File: config.mk
export PLATFORM = sky130hd
export DESIGN_NAME = at_response_line_classifier
export DESIGN_NICKNAME = d
export VERILOG_FILES = /design/src/rtl/core/atrc_pkg.sv /design/src/rtl/core/at_response_line_classifier.sv /design/src/rtl/core/atrc_cell.sv /design/src/rtl/core/atrc_line_chain.sv
export SDC_FILE = /design/constraint.sdc
export NUM_CORES = 1
export LEC_CHECK = 0
export BUFFER_PORTS_ARGS = -buffer_cell sky130_fd_sc_hd__buf_2
export CAP_MARGIN = 20
export CORE_ASPECT_RATIO = 1.1
export CORE_MARGIN = 2
export CORE_UTILIZATION = 35
export CTS_CLUSTER_DIAMETER = 200
export CTS_CLUSTER_SIZE = 12
export DETAILED_ROUTE_END_ITERATION = 7
export GPL_TIMING_DRIVEN = 0
export SLEW_MARGIN = 30
export SYNTH_ARGS = -nofsm -noshare
export SYNTH_HDL_FRONTEND = slang
export SYNTH_SLANG_ARGS = --single-unit
export TNS_END_PERCENT = 1
File: constraint.sdc
create_clock -name clk -period 2.9 [get_ports clk]
set_input_delay 0.145 -clock clk [delete_from_list [all_inputs] [get_ports clk]]
set_output_delay 0.145 -clock clk [all_outputs]
set_load 0.01 [all_outputs]
File: src/rtl/core/atrc_pkg.sv
// Shared constants, types and match-text functions for the AT response line classifier.
`timescale 1ns / 1ps

package atrc_pkg;

  localparam int LINE_CAP   = 64;
  localparam int CNT_W      = $clog2(LINE_CAP + 1);
  localparam int POS_W      = $clog2(LINE_CAP);
  localparam int PROMPT_LEN = 4;
  localparam int ECHO_LEN   = 7;
  localparam int TAG_LEN    = 9;
  localparam int TAG_W      = 4;
  localparam int MIN_HELD   = 3;

  localparam logic [7:0] LF_BYTE  = 8'h0A;
  localparam logic [7:0] TAG_HEAD = 8'h2B;  // '+'

  typedef struct packed {
    logic             store;
    logic             shift;
    logic [POS_W-1:0] wr_pos;
  } atrc_chain_ctl_t;

  typedef enum logic [1:0] {
    ST_IDLE = 2'b01,
    ST_EMIT = 2'b10
  } atrc_state_t;

  // CR LF '>' ' '
  function automatic logic [7:0] prompt_char(input logic [POS_W-1:0] pos);
    logic [7:0] c;
    case (pos)
      POS_W'(0): c = 8'h0D;
      POS_W'(1): c = 8'h0A;
      POS_W'(2): c = 8'h3E;
      POS_W'(3): c = 8'h20;
      default:   c = 8'h00;
    endcase
    return c;
  endfunction

  // "ATE0" CR CR LF
  function automatic logic [7:0] echo_char(input logic [POS_W-1:0] pos);
    logic [7:0] c;
    case (pos)
      POS_W'(0): c = 8'h41;
      POS_W'(1): c = 8'h54;
      POS_W'(2): c = 8'h45;
      POS_W'(3): c = 8'h30;
      POS_W'(4): c = 8'h0D;
      POS_W'(5): c = 8'h0D;
      POS_W'(6): c = 8'h0A;
      default:   c = 8'h00;
    endcase
    return c;
  endfunction

  // "+QMTRECV:"
  function automatic logic [7:0] tag_char(input logic [TAG_W-1:0] idx);
    logic [7:0] c;
    case (idx)
      4'd0:    c = 8'h2B;
      4'd1:    c = 8'h51;
      4'd2:    c = 8'h4D;
      4'd3:    c = 8'h54;
      4'd4:    c = 8'h52;
      4'd5:    c = 8'h45;
      4'd6:    c = 8'h43;
      4'd7:    c = 8'h56;
      4'd8:    c = 8'h3A;
      default: c = 8'h00;
    endcase
    return c;
  endfunction

endpackage

File: src/rtl/core/at_response_line_classifier.sv
// Top level: line gathering, prompt/echo/tag matching and line readout control.
`timescale 1ns / 1ps

// Usage
//   Input channel (in_valid, in_stall, in_rx_byte): one modem byte per transfer.
//   Output channel (out_valid, out_stall, out_*): one line byte per transfer,
//   with the server-data tag, a last-byte mark and an overflow mark.
//   A byte is taken whenever the block is gathering. When it ends a
//   line that is not the echo, the block raises in_stall and reads the line out
//   of the cell chain head, one byte per cycle while the receiver takes them;
//   the ending transfer sets the state register to readout, and the first line
//   byte is then loaded into the output register. The readout rate is set by
//   the single shift of the chain per cycle.
//   A stalled result holds in the output register and the chain waits; the
//   last byte may still be waiting while the next input transfer is taken.
//   Reset (synchronous, rst_n low) empties the line and clears both channels'
//   control state; the chain contents need no reset, since only written cells
//   are ever read.
module at_response_line_classifier (
  input  logic       clk,
  input  logic       rst_n,
  input  logic       in_valid,
  output logic       in_stall,
  input  logic [7:0] in_rx_byte,
  output logic       out_valid,
  input  logic       out_stall,
  output logic [7:0] out_line_byte,
  output logic       out_from_server,
  output logic       out_last_byte,
  output logic       out_overflowed
);
  import atrc_pkg::*;

  atrc_state_t     state_r, state_nxt;
  logic [CNT_W-1:0] count_r, count_nxt;
  logic [TAG_W-1:0] tag_prog_r, tag_prog_nxt;
  logic             tag_seen_r, tag_seen_nxt;
  logic             prompt_r, prompt_nxt;
  logic             echo_r, echo_nxt;
  logic             drop_r, drop_nxt;
  logic [CNT_W-1:0] remain_r, remain_nxt;
  logic             emit_srv_r, emit_srv_nxt;
  logic             emit_ovf_r, emit_ovf_nxt;
  logic             out_valid_r, out_valid_nxt;
  logic [7:0]       out_byte_r;
  logic             out_srv_r, out_last_r, out_ovf_r;

  atrc_chain_ctl_t  ctl;
  logic [7:0]       head_byte;
  logic             acc, store_ok, ends, out_load, emit;

  atrc_line_chain u_chain (
    .clk       (clk),
    .ctl       (ctl),
    .wr_byte   (in_rx_byte),
    .head_byte (head_byte)
  );

  assign in_stall = (state_r != ST_IDLE);
  assign acc      = in_valid && !in_stall;
  assign store_ok = count_r < CNT_W'(LINE_CAP);
  assign out_load = !out_valid_r || !out_stall;
  assign emit     = (state_r == ST_EMIT) && out_load;

  assign ctl.store  = acc && store_ok;
  assign ctl.shift  = emit;
  assign ctl.wr_pos = count_r[POS_W-1:0];

  always_comb begin
    state_nxt    = state_r;
    count_nxt    = count_r;
    tag_prog_nxt = tag_prog_r;
    tag_seen_nxt = tag_seen_r;
    prompt_nxt   = prompt_r;
    echo_nxt     = echo_r;
    drop_nxt     = drop_r;
    remain_nxt   = remain_r;
    emit_srv_nxt = emit_srv_r;
    emit_ovf_nxt = emit_ovf_r;
    ends         = 1'b0;

    if (acc) begin
      if (store_ok) begin
        prompt_nxt = prompt_r && (count_r < CNT_W'(PROMPT_LEN)) &&
                     (in_rx_byte == prompt_char(count_r[POS_W-1:0]));
        echo_nxt   = echo_r && (count_r < CNT_W'(ECHO_LEN)) &&
                     (in_rx_byte == echo_char(count_r[POS_W-1:0]));
        if (!tag_seen_r) begin
          if (tag_prog_r < TAG_W'(TAG_LEN) && in_rx_byte == tag_char(tag_prog_r)) begin
            tag_prog_nxt = tag_prog_r + TAG_W'(1);
            if (tag_prog_r == TAG_W'(TAG_LEN - 1)) begin
              tag_seen_nxt = 1'b1;
            end
          end else begin
            tag_prog_nxt = (in_rx_byte == TAG_HEAD) ? TAG_W'(1) : TAG_W'(0);
          end
        end
        count_nxt = count_r + CNT_W'(1);
      end else begin
        drop_nxt = 1'b1;
      end

      ends = (count_nxt > CNT_W'(MIN_HELD)) &&
             ((in_rx_byte == LF_BYTE) || (prompt_nxt && count_nxt == CNT_W'(PROMPT_LEN)));

      if (ends) begin
        // echo lines vanish; everything else goes to readout
        if (!(echo_nxt && count_nxt == CNT_W'(ECHO_LEN) && !drop_nxt)) begin
          state_nxt    = ST_EMIT;
          remain_nxt   = count_nxt;
          emit_srv_nxt = tag_seen_nxt;
          emit_ovf_nxt = drop_nxt;
        end
        count_nxt    = '0;
        tag_prog_nxt = '0;
        tag_seen_nxt = 1'b0;
        prompt_nxt   = 1'b1;
        echo_nxt     = 1'b1;
        drop_nxt     = 1'b0;
      end
    end

    if (emit) begin
      remain_nxt = remain_r - CNT_W'(1);
      if (remain_r == CNT_W'(1)) begin
        state_nxt = ST_IDLE;
      end
    end

    out_valid_nxt = out_valid_r && out_stall;
    if (emit) begin
      out_valid_nxt = 1'b1;
    end
  end

  always_ff @(posedge clk) begin
    if (!rst_n) begin
      state_r     <= ST_IDLE;
      count_r     <= '0;
      tag_prog_r  <= '0;
      tag_seen_r  <= 1'b0;
      prompt_r    <= 1'b1;
      echo_r      <= 1'b1;
      drop_r      <= 1'b0;
      remain_r    <= '0;
      emit_srv_r  <= 1'b0;
      emit_ovf_r  <= 1'b0;
      out_valid_r <= 1'b0;
    end else begin
      state_r     <= state_nxt;
      count_r     <= count_nxt;
      tag_prog_r  <= tag_prog_nxt;
      tag_seen_r  <= tag_seen_nxt;
      prompt_r    <= prompt_nxt;
      echo_r      <= echo_nxt;
      drop_r      <= drop_nxt;
      remain_r    <= remain_nxt;
      emit_srv_r  <= emit_srv_nxt;
      emit_ovf_r  <= emit_ovf_nxt;
      out_valid_r <= out_valid_nxt;
    end
  end

  always_ff @(posedge clk) begin
    if (emit) begin
      out_byte_r <= head_byte;
      out_srv_r  <= emit_srv_r;
      out_last_r <= (remain_r == CNT_W'(1));
      out_ovf_r  <= emit_ovf_r;
    end
  end

  assign out_valid       = out_valid_r;
  assign out_line_byte   = out_byte_r;
  assign out_from_server = out_srv_r;
  assign out_last_byte   = out_last_r;
  assign out_overflowed  = out_ovf_r;

endmodule

File: src/rtl/core/atrc_cell.sv
// One byte cell of the line chain: loads a received byte or takes its neighbor's byte.
`timescale 1ns / 1ps

module atrc_cell (
  input  logic       clk,
  input  logic       load_en,
  input  logic       shift_en,
  input  logic [7:0] load_byte,
  input  logic [7:0] nb_byte,
  output logic [7:0] q_byte
);

  logic [7:0] byte_r;

  always_ff @(posedge clk) begin
    if (load_en) begin
      byte_r <= load_byte;
    end else if (shift_en) begin
      byte_r <= nb_byte;
    end
  end

  assign q_byte = byte_r;

endmodule

File: src/rtl/core/atrc_line_chain.sv
// Row of byte cells holding the current line; oldest byte sits at the head (cell 0).
`timescale 1ns / 1ps

module atrc_line_chain (
  input  logic                      clk,
  input  atrc_pkg::atrc_chain_ctl_t ctl,
  input  logic [7:0]                wr_byte,
  output logic [7:0]                head_byte
);
  import atrc_pkg::*;

  logic [7:0] q [LINE_CAP];

  genvar i;
  generate
    for (i = 0; i < LINE_CAP; i++) begin : g_cell
      logic       ld;
      logic [7:0] nb;
      assign ld = ctl.store && (ctl.wr_pos == POS_W'(i));
      if (i == LINE_CAP - 1) begin : g_tail
        assign nb = 8'h00;
      end else begin : g_mid
        assign nb = q[i+1];
      end
      atrc_cell u_cell (
        .clk       (clk),
        .load_en   (ld),
        .shift_en  (ctl.shift),
        .load_byte (wr_byte),
        .nb_byte   (nb),
        .q_byte    (q[i])
      );
    end
  endgenerate

  assign head_byte = q[0];

endmodule
Word level (Yosys, flattened, before mapping)
Memories as Yosys holds them, arrays and structs flattened. A register that Yosys moved wholly into a read port is not among the register bits.
Cells that the tools add are included.
- bitwise logic cells: 1
- divide/modulo/power cells: 0
- mux-type cells: 171
- add/sub/neg operators: 3
- reductions and logical operators: 155
- shifts and indexed selects: 0
- eq/ne operators: 76
- multipliers: 0
- magnitude comparators: 5
- operator list (operator ; count):
    $mux 8 ; 135
    $eq 6x6->1 const B ; 32
    $reduce_bool 2->1 ; 67
    $eq 6x5->1 const B ; 16
    $logic_and 1x1->1 ; 77
    $mux 7 ; 7
    $eq 6x4->1 const B ; 8
    $pmux 7 s6 ; 1
    $eq 6x3->1 const B ; 4
    $eq 8x8->1 ; 3
    $mux 4 ; 6
    $pmux 6 s4 ; 1
    $mux 1 ; 16
    $eq 7x3->1 const B ; 2
    $lt 7x3->1 const B ; 2
    $eq 6x2->1 const B ; 2
    $mux 2 ; 5
    $reduce_and 3->1 ; 3
    $eq 8x4->1 const B ; 1
    $eq 8x6->1 const B ; 1
    $add 7x1->7 const B ; 1
    $eq 7x1->1 const B ; 1
    $gt 7x2->1 const B ; 1
    $lt 7x7->1 const B ; 1
    other kinds (13) ; 18
- register bits after elaboration: 550
- bits in writable memories: 0
- memories: 1
- bits of input ports: 12
- logic and storage cells: 491
- memory bits (read-only): 112
- output and inout bits: 13
- bits in latches: 0
- memory list (name ; words ; width ; rd ports ; clocked after memory_dff ; write ports ; RTL line ; text):
    (name not given) ; 16 ; 7 ; 1 ; 1 ; 0 ; atrc_pkg.sv:61 ; case (idx)

Longest topological paths before layout
Gate-level depths: netlist of run 1.
- word-level depth: 16
- gate-level depth with buffers: 15
- mapped depth without buffers: 12

Modules after synthesis
Synthesis of run 1 repeated with hierarchy kept, for this count alone.
- cells, all modules: 1572
- area total of the unflattened synthesis: 27436.3 um2
- modules (own cells, without submodules) (module ; seq. area each (um2) ; cells each ; instances ; area each (um2)):
    atrc_cell ; 240.2 ; 18 ; 64 ; 377.9
    at_response_line_classifier ; 1011.0 ; 326 ; 1 ; 2780.2
    atrc_line_chain ; 0.0 ; 94 ; 1 ; 473.0

Worst setup path before layout of run 1
OpenSTA, ideal clock, no wires.
- path type: register -> register
- start: register count_r[0]
- end: register remain_r[4]
- cell stages (with the launch flop): 13
- path buffers: 3
- arrival: 3088 ps
- data required time: 2827 ps
- period minus slack after synthesis: 3162 ps
- path slack: -262 ps
- setup time: 73 ps
- cell sequence: dfxtp_1 -> clkbuf_1 -> inv_1 -> ha_1 -> clkbuf_1 -> or2_2 -> nand3_1 -> or4b_1 -> a211o_1 -> or4_1 -> buf_2 -> a211o_1 -> o211ai_2
- longest elaborated chain between the ends: 13
- elaborated cells on any way between the ends: 48
- those cells by class: add/sub (1); order compare (4); eq/ne (11); mux (18); reduce/logical (14)
- ends and longest elaborated chain (item ; RTL line ; text):
    from (decl) ; at_response_line_classifier.sv:35 ; logic [CNT_W-1:0] count_r, count_nxt;
    from (signal assigned) ; at_response_line_classifier.sv:151 ; count_r <= count_nxt;
    $eq 6x3->1, or another cell as far along ; atrc_pkg.sv:45 ; case (pos)
    $reduce_or 2->1 (no line) or $pmux 6 s4 (tied branches) ; - ;
    $pmux 7 s6 or $mux 8 (tied branches) ; atrc_pkg.sv:45, at_response_line_classifier.sv:83 ;
    $mux 8, on equally long branches ; at_response_line_classifier.sv:83, at_response_line_classifier.sv:82 ;
    $mux 8 or $eq 8x8->1 (tied branches) ; at_response_line_classifier.sv:82, at_response_line_classifier.sv:85 ;
    $eq 8x8->1 or $logic_and 1x1->1 (tied branches) ; at_response_line_classifier.sv:87, at_response_line_classifier.sv:84 ;
    $logic_and 1x1->1 or $mux 1 (tied branches) ; at_response_line_classifier.sv:86, at_response_line_classifier.sv:83 ;
    $mux 1, on equally long branches ; at_response_line_classifier.sv:83, at_response_line_classifier.sv:82 ;
    $mux 1 or $logic_and 1x1->1 (tied branches) ; at_response_line_classifier.sv:82, at_response_line_classifier.sv:104 ;
    $logic_and 1x1->1 or $logic_or 1x1->1 (tied branches) ; at_response_line_classifier.sv:108, at_response_line_classifier.sv:104 ;
    $logic_and 1x1->1, on equally long branches ; at_response_line_classifier.sv:108, at_response_line_classifier.sv:103 ;
    $ne 2x2->1 (no line) or $reduce_bool 2->1 (tied branches) ; - ;
    $reduce_and 3->1 (no line) ; - ;
    to (signal assigned) ; at_response_line_classifier.sv:157 ; remain_r <= remain_nxt;
    to (decl) ; at_response_line_classifier.sv:41 ; logic [CNT_W-1:0] remain_r, remain_nxt;
Parallel ways exist; a longest one is shown, timed or not. The select of a mux whose other input is x is not followed.
A chain may end at the register's enable or synchronous reset.

Worst setup path after layout of run 1
- start: register count_r[3]
- end: register u_chain.g_cell[59].u_cell.byte_r[5] (data pin)
- longest elaborated chain between the ends: 4
- elaborated cells on any way between the ends: 5
- those cells by class: order compare (1); eq/ne (1); mux (1); reduce/logical (2)
- ends and longest elaborated chain (item ; RTL line ; text):
    $lt 7x7->1 ; at_response_line_classifier.sv:61 ; assign store_ok = count_r < CNT_W'(LINE_CAP);
    $logic_and 1x1->1 ; at_response_line_classifier.sv:65 ; assign ctl.store = acc && store_ok;
    $logic_and 1x1->1 (*) ; atrc_line_chain.sv:19 ; assign ld = ctl.store && (ctl.wr_pos == POS_W'(i));
    $mux 8 (*) ; atrc_cell.sv:16 ; if (load_en) begin
    to (signal assigned) ; atrc_cell.sv:17 ; byte_r <= load_byte;
    to (signal assigned) ; atrc_cell.sv:19 ; byte_r <= nb_byte;
    to (decl) ; atrc_cell.sv:13 ; logic [7:0] byte_r;
Every way passes the cells marked *; elsewhere a longest branch is shown, timed or not.

==> results of run 1 <==
-- power by group through the flow --
stage	combinational (W)	clock [W]	sequential [W]
3_5_place_dp	0.000427	0	0.00887
4_1_cts	0.000453	0.00633	0.00870
5_1_grt	0.000514	0.00663	0.00870
2_1_floorplan	0.000247	0	0.00887
6_report	0.000478	0.00620	0.00870
3_3_place_gp	0.000421	0	0.00887
-- final cells by class --
| type | instances | area [sq um] | area share [%] |
|---|---|---|---|
| Antenna cell | 1 | 2.502 | 0.008747 |
| Buffer | 110 | 491.7 | 1.719 |
| Clock buffer | 74 | 1405 | 4.911 |
| Clock inverter | 3 | 26.28 | 0.09184 |
| Inverter | 16 | 62.56 | 0.2187 |
| Multi-Input combinational cell | 945 | 8793 | 30.74 |
| Sequential cell | 557 | 16390 | 57.30 |
| Tap cell | 936 | 1171 | 4.094 |
| Timing Repair Buffer | 41 | 262.8 | 0.9184 |
-- through the flow --
stage | hold WS, ns | power, W | setup TNS (ns) | utilization [%]
CTS | 0.1816 | 0.01549 | -0.4381 | 40.33
global placement | 0.4047 | 0.009295 | -474.44 | 37.28
finish | 0.2131 | 0.01538 | -0.8559 | 40.61
global route | 0.2549 | 0.01584 | -17.79 | 40.61
detailed placement | 0.4045 | 0.009301 | -455.84 | 37.28
floorplan | 0.2777 | 0.009117 | -0.03198 | -
-- cell usage after synthesis (all sizes together) (4+ instances only) --
cell    count  area [sq um]
o211ai      6         50.05
buf        11         56.30
xnor2       5         43.79
ha         11         137.6
and3        9         56.30
and2       11         68.82
edfxtp    523         15710
inv        15         56.30
mux2      481          5416
or2         4         25.03
nor4        5         52.55
xor2       10         87.58
nand2      80         300.3
clkbuf    103         386.6
nand4       8         50.05
nor3       19         95.09
o21ai      70         350.3
dfxtp      34         680.7
a21o        5         37.54
nand3      41         205.2
nor3b       5         37.54
nand2b     15         93.84
nor2       69         259.0
nand3b      8         60.06
a21oi      24         120.1
nor4b       4         50.05
-- per-layer routing --
layer  track usage, %  vias to the layer above  part of all wire, %
li1                 -                     6418                    -
met1            19.59                     7140                   43
met2            26.23                      294                   49
met3            2.747                       97                  4.2
met4            5.029                        0                  3.2
met5                0                        -                    0
-- kinds of logic (layout without fill, tap and decap cells) --
group	after synthesis	after routing	synth area share (%)
and+or+nand+nor	294	294	5.968
xor gates and xnor gates	15	15	0.5261
adders and majority gates	11	11	0.5512
buffers and inverters	130	244	2.014
DFF	557	557	65.62
muxes	482	482	21.73
AOI/OAI and AO/OA	143	143	3.588
other	0	1	0
-- registers in the layout, indices dropped and copies added, names as in the netlist, named ones only --
register,flops
out_from_server,1
out_valid,1
tag_prog_r,4
emit_ovf_r,1
remain_r,7
count_r,7
prompt_r,1
echo_r,1
out_overflowed,1
state_r,2
drop_r,1
tag_seen_r,1
out_last_byte,1
u_chain.g_cell.u_cell.q_byte,512
out_line_byte,8
emit_srv_r,1
-- critical path: cells and delay by family, from the launching register on --
| kind | cells | cell delay [ns] |
|---|---|---|
| simple gates | 3 | 1.01 |
| mux | 1 | 0.39 |
| buf+inv | 3 | 0.93 |
| flops | 1 | 0.34 |
-- repair_timing --
action                                 in CTS  in global routing
hold buffers                                2                  0
gates resized for setup                   177                 42
endpoints found under the hold margin       4                  0
setup buffers                               9                 11
pin swaps                                  12                 13
setup endpoints to repair                1008                637
-- worst paths after layout --
kind / end / depth (start not counted)
setup / recovery: u_chain.g_cell[59].u_cell.q_byte[5] / 7
hold / removal: count_r[1] / 6
setup reg to reg: u_chain.g_cell[59].u_cell.q_byte[5] / 7
hold reg to reg: out_line_byte[2] / 0
==> reports/results.ini, run 1 <==
[outcome]
status=finished, violations left
violations=setup timing

[drt]
antenna_left=0
drtIter0Drc=1003
wl_per_cell_microns=21.21
first_pass_iters=5
drcViolationCount=0
vias_per_cell=5.199
wirelength_microns=56910
vias=13950

[placed_design]
numPortBuffers=19
dpl_worst_slack_ns=-0.8619
dp_hpwl_microns=38670
routabilityCongestion=0.8240
placed_cell_area_sq_mm=0.02626
placed_cells=2587

[finish]
final_cells=2683
area_delta_synth_final_pct=14.57
final_area_sq_mm=0.02861
final_common_cell=edfxtp_1
fillers=6412
final_cell_mix=edfxtp_1 (523), mux2_2 (481), clkbuf_1 (97)
nNetsFinal=1746
drive_gt1_share_pct=42.27

[critical_path]
critPathCaptureType=flop
critPathLaunch=count_r[3]
critPathKind=flop to flop
r2r_start=count_r[3]
slowest_stage=nor2_2
startpoint_type=flop
worstPathCellList=buf_6 > clkbuf_2 > nor2b_1 > buf_1 > nand2_2 > nor2_2 > mux2_2
slowest_delay_ns=0.47
rrSetupSlack_ns=-0.07
critical_path_required_ns=3.23
worstPathMaxFanout=10
crit_arrival_ns=3.29

[logic_synthesis]
synth-edff-count=523
ys.flop_type=edfxtp_1
synth_cells=1632
avgSynthCellArea_sq_um=15.30
ys_ff_latch=557
async_flop_share_pct=0
yosysSeqAreaShare_pct=65.62
ys_types=69
synth_nets=1655
netlist_area_sq_mm=0.02497
yosys_warnings=0

[cts]
tritoncts=yes
cts_buffers=52
path_clk_slew_ns=0.07
clock_path_buffers=3
worstSkewPairLatency_ns=0.60
cts.sinks=557
cts_root_buf=clkbuf_16
cts_max_level=2

[timing]
final_hold_viol_count=0
skew_ns=0.02550
relSlewSlack_pct=39.18
rsz0062_at_grt=true
finalCritPeriodShare_pct=102.3
timing.final.crit_period_ns=2.966
worst_pin_slew_ns=0.9123
setup_viol=26
fin_ws_ns=-0.06628
slew_violations=0
max_freq_mhz=337.1

[pwr]
seqPwrFrac_pct=56.6
clkPwrFrac_pct=40.3
p_sw_share_pct=20.99
ir_drop_uv=380.2
p_comb_share_pct=3.1
switching_power_w=0.003228
p_leak_nw=9.239
p_per_area_mw_per_mm2=537.5
internal_power_w=0.01215

[global_route]
grt_pass1_vias=14480
grt_pass1_wl_microns=87130
grt_usage_pct=15.33
antenna_found_initial=1
grt_max_degree=19
overflow=0

[die]
fp.coreArea_sq_mm=0.07045
die_h_microns=284.1
die_width_microns=258.7
num_io_pins=25
rows=102
start_util_pct=35.45
die-area_sq_mm=0.07350

[hold_path]
min_path_type=primary input to flop
min-delay-start=in_valid

[run]
drv_cap=0

Note: power is estimated with default switching activity, not from simulation.
==> inputs of run 2 (changes only) <==
- CELL_PAD_IN_SITES_DETAIL_PLACEMENT: not set -> 0
- CELL_PAD_IN_SITES_GLOBAL_PLACEMENT: not set -> 1
- PLACE_DENSITY_LB_ADDON: not set -> 0.1
==> reports/results.ini, run 2 (synthesis gave the netlist of run 1 again) <==
[timing]
skew_ns=0.02003  ; -0.005465 ns
setup_viol=14  ; -46%
timing.final.crit_period_ns=2.970  ; +0.003725 ns
tns_ns=-0.2894  ; +0.5666 ns
rsz0062_at_grt=true
slew_violations=0  ; unchanged
max_freq_mhz=336.7  ; -0.13%
finalCritPeriodShare_pct=102.4  ; +0.13 points
relSlewSlack_pct=39.31  ; +0.13 points
fin_ws_ns=-0.07001  ; -0.003725 ns
worst_pin_slew_ns=0.9103  ; -0.001957 ns
final_hold_viol_count=0  ; unchanged

[global_route]
grt_usage_pct=17.39  ; +2.1 points
grt_pass1_vias=14560  ; +0.56%
met3_usage_pct=2.247  ; -0.50 points
grt-busiest-layer=met2
grt_use_met1_pct=23.80  ; +4.2 points
antenna_found_initial=3  ; +2
overflow=0  ; unchanged
met2_usage_pct=29.27  ; +3.0 points
grt_pass1_wl_microns=96630  ; +11%
grt_max_degree=19  ; unchanged

[critical_path]
rrSetupSlack_ns=-0.07  ; about the same
critPathLaunch=count_r[0]
r2r_start=count_r[0]
slowest_delay_ns=0.38  ; -0.09 ns
critical_path_required_ns=3.44  ; +0.21 ns
path_common_cell=ha_4
crit_arrival_ns=3.51  ; +0.22 ns
critPathKind=flop to flop
critPathCaptureType=flop
slowest_stage=or3_4
worstPathMaxFanout=6  ; -4
reg2regPathDepth=13  ; +6
startpoint_type=flop
worstPathCellList=buf_8 > clkinvlp_4 > ha_4 > or3_4 > nand3b_1 > a32oi_4 > a21bo_2 > o211ai_1 > nand3_2 > inv_1 > ha_4 > nand2_2 > o22ai_2

[finish]
final_common_cell=edfxtp_1
drive_gt1_share_pct=44.89  ; +2.6 points
post-route-util_pct=41.14  ; +0.53 points
nNetsFinal=1759  ; +0.74%
largest_reg_flops=512  ; unchanged
area_delta_synth_final_pct=16.06
final_cell_mix=edfxtp_1 (523), mux2_2 (481), clkbuf_1 (92)
multi_input_area_sq_mm=0.008999  ; +2.3%
fillers=6552  ; +2.2%
seq_area_sq_mm=0.01639  ; about the same

[cts]
tritoncts=yes
worstSkewPairLatency_ns=0.61  ; about the same
path_clk_slew_ns=0.07  ; about the same
cts.sinks=557  ; unchanged
clock_path_buffers=3  ; unchanged
cts_root_buf=clkbuf_16
cts_buffers=52  ; unchanged
cts_max_level=2  ; unchanged

[placed_design]
routabilityCongestion=0.7851  ; -4.7%
dp_hpwl_microns=43100  ; +11%
numPortBuffers=19  ; unchanged
dpl_worst_slack_ns=-1.101  ; -0.2392 ns

[drt]
vias_per_cell=5.131  ; -1.3%
drtIter0Drc=866  ; -14%
drcViolationCount=0  ; unchanged
wirelength_microns=63570  ; +12%
antenna_left=0  ; unchanged
vias=13840  ; -0.80%
first_pass_iters=5  ; unchanged
wl_per_cell_microns=23.57  ; +11%

[die]
fp.coreArea_sq_mm=0.07045  ; unchanged
num_io_pins=25  ; unchanged
rows=102  ; unchanged
die_h_microns=284.1  ; unchanged
die-area_sq_mm=0.07350  ; unchanged
die_width_microns=258.7  ; unchanged
start_util_pct=35.45  ; unchanged

[pwr]
ir_drop_uv=352.1  ; -7.4%
p_leak_nw=9.374  ; +1.5%
total_power_w=0.01563  ; +1.6%
p_per_area_mw_per_mm2=539.2  ; +0.31%

[outcome]
status=finished, violations left
violations=setup timing

[run]
drv_cap=0  ; unchanged

[hold_path]
min_path_type=primary input to flop

-- run 2: changes by cell type in the layout (fill, tap and decap cells not counted), moves of 6 or more --
cell | previous run | this run
nand2_1 | 62 | 53
nand3_1 | 35 | 26
buf_4 | 20 | 28
nand2_2 | 17 | 25
nand3_2 | 6 | 14
buf_6 | 1 | 8
clkbuf_2 | 18 | 24
nor2_4 | 22 | 28
-- run 2: what timing repair did --
item                                     CTS  global route
endpoints found under the hold margin      3             0
pin swaps                                 23            15
buffers inserted                          30             3
hold buffers                               2             0
gates resized for setup                  198            67
endpoints found under the setup margin  1046           811
-- run 2: area by class of cell --
class	count	share of cell area [%]
diodes	1	0.008634
clock buffers	75	4.861
clock inverters	3	0.1684
well taps	936	4.041
repair buffers	54	1.330
inverters	16	0.2202
flip-flops and latches	557	56.55
plain buffers	110	1.774
multi-input cells	945	31.05
-- run 2: worst min-delay path by stage --
stage / start / end / slack, ns / cells past startpoint
after global placement: u_chain.g_cell[0].u_cell.q_byte[6] / out_line_byte[6] / 0.40 / 0
final: in_valid / count_r[1] / 0.29 / 6
after global routing: in_valid / count_r[1] / 0.36 / 6
after detailed placement: u_chain.g_cell[0].u_cell.q_byte[4] / out_line_byte[4] / 0.41 / 0
after floorplan: rst_n / tag_prog_r[2] / 0.28 / 2
after CTS: in_valid / count_r[1] / 0.27 / 6
-- run 2: per-layer routing --
metal	vias to the layer above	wire, microns
met3	73	1963
met2	206	31240
met4	0	1187
met5	-	0
li1	6429	-
met1	7130	29180
-- run 2: worst max-delay path, delay by kind of cell (launching register included) --
family,cells,cell delay (ns)
and+or+nand+nor,4,0.79
adders and majority gates,2,0.50
DFF,1,0.35
buffers and inverters,3,0.32
AOI/OAI and AO/OA,4,0.92
-- run 2: where the power goes --
| part | switching [W] | internal, W |
|---|---|---|
| logic | 0.000377 | 0.000143 |
| registers | 0.0000106 | 0.00869 |
| clock network | 0.00305 | 0.00335 |
| total | 0.00344 | 0.0122 |
-- run 2: metrics by stage --
step / instances / hold WS (ns) / instance area [sq um]
2_1_floorplan: 1632 / 0.2777 / 25000
3_3_place_gp: 2587 / 0.4025 / 26260
3_5_place_dp: 2587 / 0.4061 / 26280
4_1_cts: 2693 / 0.2672 / 28700
5_1_grt: 2696 / 0.3560 / 28980
6_report: 2697 / 0.2871 / 28980
